### src/spq_pkg.sv
// Shared types and constants for the sorted max priority queue.
package spq_pkg;

	localparam int DEPTH       = 16;
	localparam int VALUE_WIDTH = 32;
	localparam int COUNT_W     = $clog2(DEPTH + 1);

	typedef logic signed [VALUE_WIDTH-1:0] value_t;
	typedef logic [COUNT_W-1:0]            count_t;

	// Request codes carried on req_type.
	localparam logic REQ_ENQ = 1'b0;
	localparam logic REQ_DEQ = 1'b1;

	// Result status codes.
	typedef enum logic [1:0] {
		ST_DONE  = 2'd0,
		ST_FULL  = 2'd1,
		ST_EMPTY = 2'd2
	} status_t;

	// Command broadcast to every cell of the chain.
	typedef struct packed {
		logic   enq_en;
		logic   deq_en;
		value_t value;
	} cell_cmd_t;

endpackage

### src/sorted_max_priority_queue.sv
// Top level of the sorted max priority queue: count, control and the chain of cells.
// The result strobe done is registered: it rises in the cycle after a transaction is accepted.
// Throughput: one transaction per cycle; busy is always low because every cell
// compares and shifts in the same cycle.
// Reset empties the queue; stored values are left as they are and never read.
// The receiver cannot stall: each result is shown for exactly one cycle.
module sorted_max_priority_queue (
	input  logic                   clk,
	input  logic                   arst_n,
	input  logic                   start,
	output logic                   busy,
	input  logic                   req_type,
	input  spq_pkg::value_t        value_in,
	output logic                   done,
	output spq_pkg::status_t       status,
	output spq_pkg::value_t        value_out,
	output spq_pkg::count_t        occupancy
);
	import spq_pkg::*;

	count_t    count_q;
	logic      done_q;
	status_t   status_q;
	value_t    value_out_q;
	cell_cmd_t cmd;
	logic      full;
	logic      empty;
	logic      enq_ok;
	logic      deq_ok;
	logic      cell_valid [DEPTH];
	logic      cell_ge    [DEPTH];
	value_t    cell_val   [DEPTH];

	assign busy  = 1'b0;
	assign full  = (count_q == COUNT_W'(DEPTH));
	assign empty = (count_q == '0);

	// Decode the accepted transaction.
	assign enq_ok = start && (req_type == REQ_ENQ) && !full;
	assign deq_ok = start && (req_type == REQ_DEQ) && !empty;

	assign cmd.enq_en = enq_ok;
	assign cmd.deq_en = deq_ok;
	assign cmd.value  = value_in;

	// The chain of cells, each linked to both neighbors.
	for (genvar i = 0; i < DEPTH; i++) begin : g_cell
		value_t prev_val;
		value_t next_val;
		logic   prev_ge;

		assign cell_valid[i] = (COUNT_W'(i) < count_q);

		if (i == 0) begin : g_head
			assign prev_ge  = 1'b0;
			assign prev_val = value_in;
		end else begin : g_body
			assign prev_ge  = cell_ge[i-1];
			assign prev_val = cell_val[i-1];
		end

		if (i == DEPTH - 1) begin : g_tail
			assign next_val = cell_val[i];
		end else begin : g_inner
			assign next_val = cell_val[i+1];
		end

		spq_cell u_cell (
			.clk      (clk),
			.cmd      (cmd),
			.valid    (cell_valid[i]),
			.prev_ge  (prev_ge),
			.prev_val (prev_val),
			.next_val (next_val),
			.ge       (cell_ge[i]),
			.val      (cell_val[i])
		);
	end

	// Occupancy counter.
	always_ff @(posedge clk or negedge arst_n) begin
		if (!arst_n) begin
			count_q <= '0;
		end else if (enq_ok) begin
			count_q <= count_q + COUNT_W'(1);
		end else if (deq_ok) begin
			count_q <= count_q - COUNT_W'(1);
		end
	end

	// Result strobe.
	always_ff @(posedge clk or negedge arst_n) begin
		if (!arst_n) begin
			done_q <= 1'b0;
		end else begin
			done_q <= start;
		end
	end

	// Result payload.
	always_ff @(posedge clk) begin
		if (start) begin
			if (req_type == REQ_ENQ) begin
				status_q <= full ? ST_FULL : ST_DONE;
			end else begin
				status_q <= empty ? ST_EMPTY : ST_DONE;
			end
			value_out_q <= deq_ok ? cell_val[0] : '0;
		end
	end

	assign done      = done_q;
	assign status    = status_q;
	assign value_out = value_out_q;
	assign occupancy = count_q;

	// The count never goes past the number of cells.
	a_count_bound: assert property (@(posedge clk) disable iff (!arst_n)
		count_q <= COUNT_W'(DEPTH))
		else $error("queue count exceeds depth");

	// A full refusal reports a full queue.
	a_full_status: assert property (@(posedge clk) disable iff (!arst_n)
		(done && status == ST_FULL) |-> (occupancy == COUNT_W'(DEPTH)))
		else $error("full status with queue not full");

	// An empty refusal reports an empty queue and no value.
	a_empty_status: assert property (@(posedge clk) disable iff (!arst_n)
		(done && status == ST_EMPTY) |-> (occupancy == '0 && value_out == '0))
		else $error("empty status with data present");

	// A successful insert grows the count by one.
	a_enq_count: assert property (@(posedge clk) disable iff (!arst_n)
		enq_ok |=> (count_q == $past(count_q) + COUNT_W'(1)))
		else $error("insert did not grow the count");

endmodule

### src/spq_cell.sv
// One storage cell of the sorted chain: holds a value and shifts with its neighbors.
module spq_cell (
	input  logic              clk,
	input  spq_pkg::cell_cmd_t cmd,
	input  logic              valid,
	input  logic              prev_ge,
	input  spq_pkg::value_t   prev_val,
	input  spq_pkg::value_t   next_val,
	output logic              ge,
	output spq_pkg::value_t   val
);
	import spq_pkg::*;

	value_t val_q;

	// An empty cell always accepts; a filled one when the new value is not smaller.
	assign ge  = !valid || (cmd.value >= val_q);
	assign val = val_q;

	// Insert pushes toward the tail, removal pulls from the tail side.
	always_ff @(posedge clk) begin
		if (cmd.enq_en) begin
			if (ge) begin
				val_q <= prev_ge ? prev_val : cmd.value;
			end
		end else if (cmd.deq_en) begin
			val_q <= next_val;
		end
	end

endmodule

### config.mk
export PLATFORM = sky130hd
export DESIGN_NAME = sorted_max_priority_queue
export DESIGN_NICKNAME = d
export VERILOG_FILES = /design/src/spq_pkg.sv /design/src/sorted_max_priority_queue.sv /design/src/spq_cell.sv
export SDC_FILE = /design/constraint.sdc
export NUM_CORES = 2
export LEC_CHECK = 0
export BUFFER_PORTS_ARGS = -buffer_cell sky130_fd_sc_hd__buf_4
export CAP_MARGIN = 10
export CORE_MARGIN = 1
export CORE_UTILIZATION = 55
export DETAILED_ROUTE_END_ITERATION = 10
export GPL_TIMING_DRIVEN = 1
export PLACE_DENSITY = 0.74
export SKIP_CTS_REPAIR_TIMING = 1
export SLEW_MARGIN = 20
export SYNTH_ARGS = -nofsm -noshare
export SYNTH_HDL_FRONTEND = slang
export SYNTH_SLANG_ARGS = --single-unit
### constraint.sdc
create_clock -name clk -period 4.95 [get_ports clk]
set_input_delay 0 -clock clk [delete_from_list [all_inputs] [get_ports clk]]
set_output_delay 0 -clock clk [all_outputs]
set_load 0.005 [all_outputs]
Yosys cells after proc, flatten, opt, wreduce, memory -nomap -nowiden
Index checks and enable logic that the tools add are counted.

storage, ports and cells
  register bits after elaboration = 552
  logic and storage cells = 192

cells by class
  equality and inequality tests = 16
  bitwise logic cells = 1
  order comparisons = 32
  add/subtract/negate cells = 2
  reductions and logical operators = 56
  multiplexer cells = 65

operator list
  kind                 number
  $mux 32              60
  $ge 32x32->1         16
  $lt 4x5->1 const A   8
  $reduce_and 2->1     16
  $ne 2x1->1 const B   15
  $lt 3x5->1 const A   4
  $logic_not 1->1      18
  $logic_or 1x1->1     16
  $lt 1x5->1 const A   2
  $lt 2x5->1 const A   2
  $mux 5               2
  $add 5x1->5 const B  1
  $eq 5x5->1 const B   1
  $logic_not 5->1      1
  $sub 5x1->5 const B  1
  $logic_and 1x1->1    4
  $mux 2               2
  $reduce_bool 2->1    1
  $mux 1               1
  $not 1->1            1

Logic depth before layout (Yosys ltp)
  word-level depth = 6
  mapped depth = 12
  depth with buffers taken out = 9

Cells and area by module
Synthesis repeated with hierarchy kept, for this count alone.

unflattened totals
  cell total of the unflattened synthesis = 4377
  area, all modules = 41504.8 µm²

by module, submodules not included
  module                     times used  cells each  area an instance (µm²)
  spq_cell                   16          264         2476.1
  sorted_max_priority_queue  1           153         1886.8

Worst setup path before layout
Ideal clock, no wire load.

  kind = reg-to-reg
  from = reg g_cell[4].u_cell.val_q[27]
  to = reg g_cell[4].u_cell.val_q[0], enable pin
  required time = 4484 ps
  setup slack = 253 ps
  stages on the path, launching flop included = 10
  path buffers = 1
  data arrival time = 4231 ps
  path through = edfxtp_1 -> inv_1 -> ha_1 -> nand4_1 -> or3_4 -> nor4_1 -> o31a_1 -> nor4b_4 -> clkbuf_2 -> o21ai_0

between the ends
  longest elaborated chain between the ends = 4

RTL lines
  what                               line            text
  start: declaration                 spq_cell.sv:14  value_t val_q;
  start signal: assignment           spq_cell.sv:24  val_q <= prev_ge ? prev_val : cmd.value;
  start signal: assignment           spq_cell.sv:27  val_q <= next_val;
  $ge 32x32->1                       spq_cell.sv:17  assign ge = !valid || (cmd.value >= val_q);
  $logic_or 1x1->1                   spq_cell.sv:17
  $ne 2x1->1 (no source line)        --
  $reduce_and 2->1 (no source line)  --

Every way passes these cells.
A chain may end at the register's enable or synchronous reset.

Worst setup path in the final report
  from = reg g_cell[0].u_cell.val_q[9]
  to = reg g_cell[0].u_cell.val_q[5], enable pin

between the ends
  longest elaborated chain between the ends = 4

RTL lines
  what                               line
  start: declaration                 spq_cell.sv:14
  start signal: assignment           spq_cell.sv:24
  start signal: assignment           spq_cell.sv:27
  $ge 32x32->1                       spq_cell.sv:17
  $logic_or 1x1->1                   spq_cell.sv:17
  $ne 2x1->1 (no source line)        --
  $reduce_and 2->1 (no source line)  --

Every way passes these cells.

==> results.md <==
- Num CTS Buffers: 61
- Setup slack after layout: 936.2 ps
- Distinct cell type count after synthesis: 71
- Vias per inst: 6.813
- Max Cap Violations: 0
- Initial core utilization: 55.81%
- Syn. warnings: 0
- Global-route usage over all layers: 32.91%
- Least-Margin Pin Slew: 1076 ps
- Number of global-route vias before repair: 30358
- Post-route DRC: 0
- Hold WC Path Type: in2reg
- CTS sink count: 552
- Initial antenna violation count: 0
- Clk buf depth: 3
- Number of diodes: 0
- Io pins: 77
- PortBufs: 75
- Slew Viols, Final: 0
- DRT Wirelength: 118400 um
- Most area-consuming cells after synthesis: edfxtp_1 (43%), ha_1 (17%), a221o_1 (10%)
- RSZ-0062 raised after global routing: no
- Area leader, netlist: edfxtp_1
- Final setup viols: 0
- Slew Limit Headroom: 28.25%
- Die Ht: 266.5 um
- DR WL/cell: 25.16 um
- Critical Path Fanout Max: 34
- Worst EP required: 5270 ps
- Post-layout min period: 4014 ps
- DR pass1 iterations: 6
- Final GP Congestion: 0.8878
- Yosys top cell area share: 42.61%
- Largest net degree at the start of global routing: 151
- Clock latency on the worst-skew pair: 650 ps
- Area grow syn2layout: 9.733%
- Startpoint class of the critical path: flop
- Netlist Area Pre-Place: 38480 um2
- Die X: 266.5 um
- Critical path arrival: 4330 ps
- CTS tree: done
- Root Driver: clkbuf_16
- Top_reg_cell synth: edfxtp_1
- FF+latch count, synth: 552
- First-pass GRT wire length: 180800 um
- Hold Vio Cnt, Final: 0
- Setup slack at placement: 1134 ps
- Post-synth ARST share: 1.087%
- Post-Syn Nets: 4267
- Layout cells sized above 1: 7.177%
- Die footprint: 71020 um2
- Endpoint class of the critical path: flop
- Vias: 32070
- Core ar.: 68950 um2
- Site Rows: 96
- Fin crit share: 81.09%
- CP Class: reg2reg
- Clock slew at reported path FFs: 70 ps
- Setup TNS: 0 ps
- Pleak: 0.01818 uW
- Antenna-violating nets left: 0
- Register area share after synthesis: 43.00%
- Grt total ovfl: 0
- Post-Synthesis Cells: 3716
- EDFF count, synth: 546
- Fmax: 249.1 MHz
- H-Tree Depth: 2
- Avg Cell Area, Syn: 10.35 um2
- Clock Skew: 31.66 ps
- Peak VDD IR: 0.0003014 V
- PwrDens: 498.5 nW/um2
- Final HPWL DP: 86530 um
- Detailed Route Iter0 Violations: 4425
- NumNets Final: 4279
- Status: finished, final reports clean
-- sequential cells by signal, summed over array words and instances, names as in the netlist --
signal             count
occupancy              5
done                   1
value_out             32
status                 2
g_cell.u_cell.val    512
-- metal layers --
| metal | vias to the layer above | wire length (um) | global-route usage, % | share of wire (%) |
|---|---|---|---|---|
| met5 | - | 0 | 0 | 0 |
| met3 | 276 | 10400 | 3.801 | 8.8 |
| li1 | 14467 | - | - | - |
| met4 | 0 | 5248 | 13.73 | 4.4 |
| met2 | 1745 | 54800 | 52.50 | 46 |
| met1 | 15582 | 47960 | 45.44 | 41 |
-- cell type report --
cell class / instances / area [um2]
clock buffer: 66 / 1588
clock inverter: 45 / 526.8
fill: 5661 / 26730
inverter: 537 / 2016
multi-input combinational: 2427 / 19190
sequential: 552 / 16550
tap: 931 / 1165
timing repair buffer: 149 / 1194
-- worst max-delay path, cell delays in order, from the launching register on --
cell and delay (ps):
edfxtp_1 360, inv_1 70, ha_1 310, nand4_1 160
nor4_1 850, a21bo_2 350, a31oi_1 290, nor4b_4 80
buf_4 260, o21ai_4 590, buf_4 370
-- where the power goes --
group | switching (uW) | internal, uW | total [uW]
combinational | 4930 | 2980 | 7910
sequential | 1170 | 7020 | 8190
clock | 2020 | 2920 | 4940
total | 8120 | 12900 | 21000
-- synth_stat cells, types with 21 or more instances --
| cell type | n |
|---|---|
| edfxtp_1 | 546 |
| inv_1 | 535 |
| ha_1 | 515 |
| a221o_1 | 400 |
| nor3_1 | 305 |
| a21oi_1 | 213 |
| nand2_1 | 196 |
| clkbuf_1 | 136 |
| nand4_1 | 119 |
| and3_1 | 98 |
| o21ai_0 | 95 |
| nor2_1 | 72 |
| o221ai_1 | 63 |
| nand3_1 | 61 |
| a21o_1 | 35 |
| buf_2 | 34 |
| mux2i_1 | 32 |
| nor4_1 | 28 |
| o211ai_1 | 21 |
-- final timing paths --
check | from | to | slack [ps] | cells past startpoint
min in group asynchronous | arst_n | done | 320 | 3
worst min-delay path | value_in[16] | g_cell[11].u_cell.val[16] | 20 | 3
worst max register to register | g_cell[0].u_cell.val[9] | g_cell[0].u_cell.val[5] | 940 | 10
worst min register to register | g_cell[0].u_cell.val[29] | g_cell[1].u_cell.val[29] | 580 | 1
worst max-delay path | g_cell[0].u_cell.val[9] | g_cell[0].u_cell.val[5] | 940 | 10
max in group asynchronous | arst_n | occupancy[1] | 4390 | 3
-- placed cells by master, fill, tap and decap left out, types with 6 or more instances in the layout --
cell         n
a2111oi_0   14
a211oi_1     8
a21o_1      35
a21oi_1    213
a221o_1    400
a22oi_1      7
and3_1      98
buf_4      139
bufinv_16   12
clkbuf_16   63
clkinv_1    15
clkinv_2    14
dfrtp_1      6
edfxtp_1   546
ha_1       515
inv_1      535
mux2i_1     31
nand2_1    196
nand2b_1    10
nand3_1     60
nand4_1    119
nor2_1      70
nor2b_1     18
nor3_1     305
nor4_1      28
o211ai_1    21
o21a_1      15
o21ai_0     92
o221ai_1    63
o2bb2ai_1   10
o31a_1       9
o31ai_1     10
or3_1        6
-- logic make-up after synthesis --
kind of cell               share of synthesized area, %
buffers and inverters                             7.496
xor gates and xnor gates                        0.09107
other                                          0.009746
AOI/OAI and AO/OA                                 19.27
adders and majority gates                         16.75
and+or+nand+nor                                   12.52
DFF                                               43.00
muxes                                            0.8618
-- stage by stage --
stage | hold WS (ps) | cells | cell area (um2) | total power (uW) | util [%]
3_5_place_dp | -186.7 | 4591 | 40060 | 15900 | 58.10
2_1_floorplan | -295.6 | 3716 | 38480 | 13180 | -
5_1_grt | 38.02 | 4707 | 42220 | 22080 | 61.24
4_1_cts | -860.5 | 4702 | 42170 | 20840 | 61.16
6_report | 20.49 | 4707 | 42220 | 21050 | 61.24
3_3_place_gp | -188.2 | 4591 | 40060 | 15590 | 58.10
Note: power is estimated with default switching activity, not from simulation.
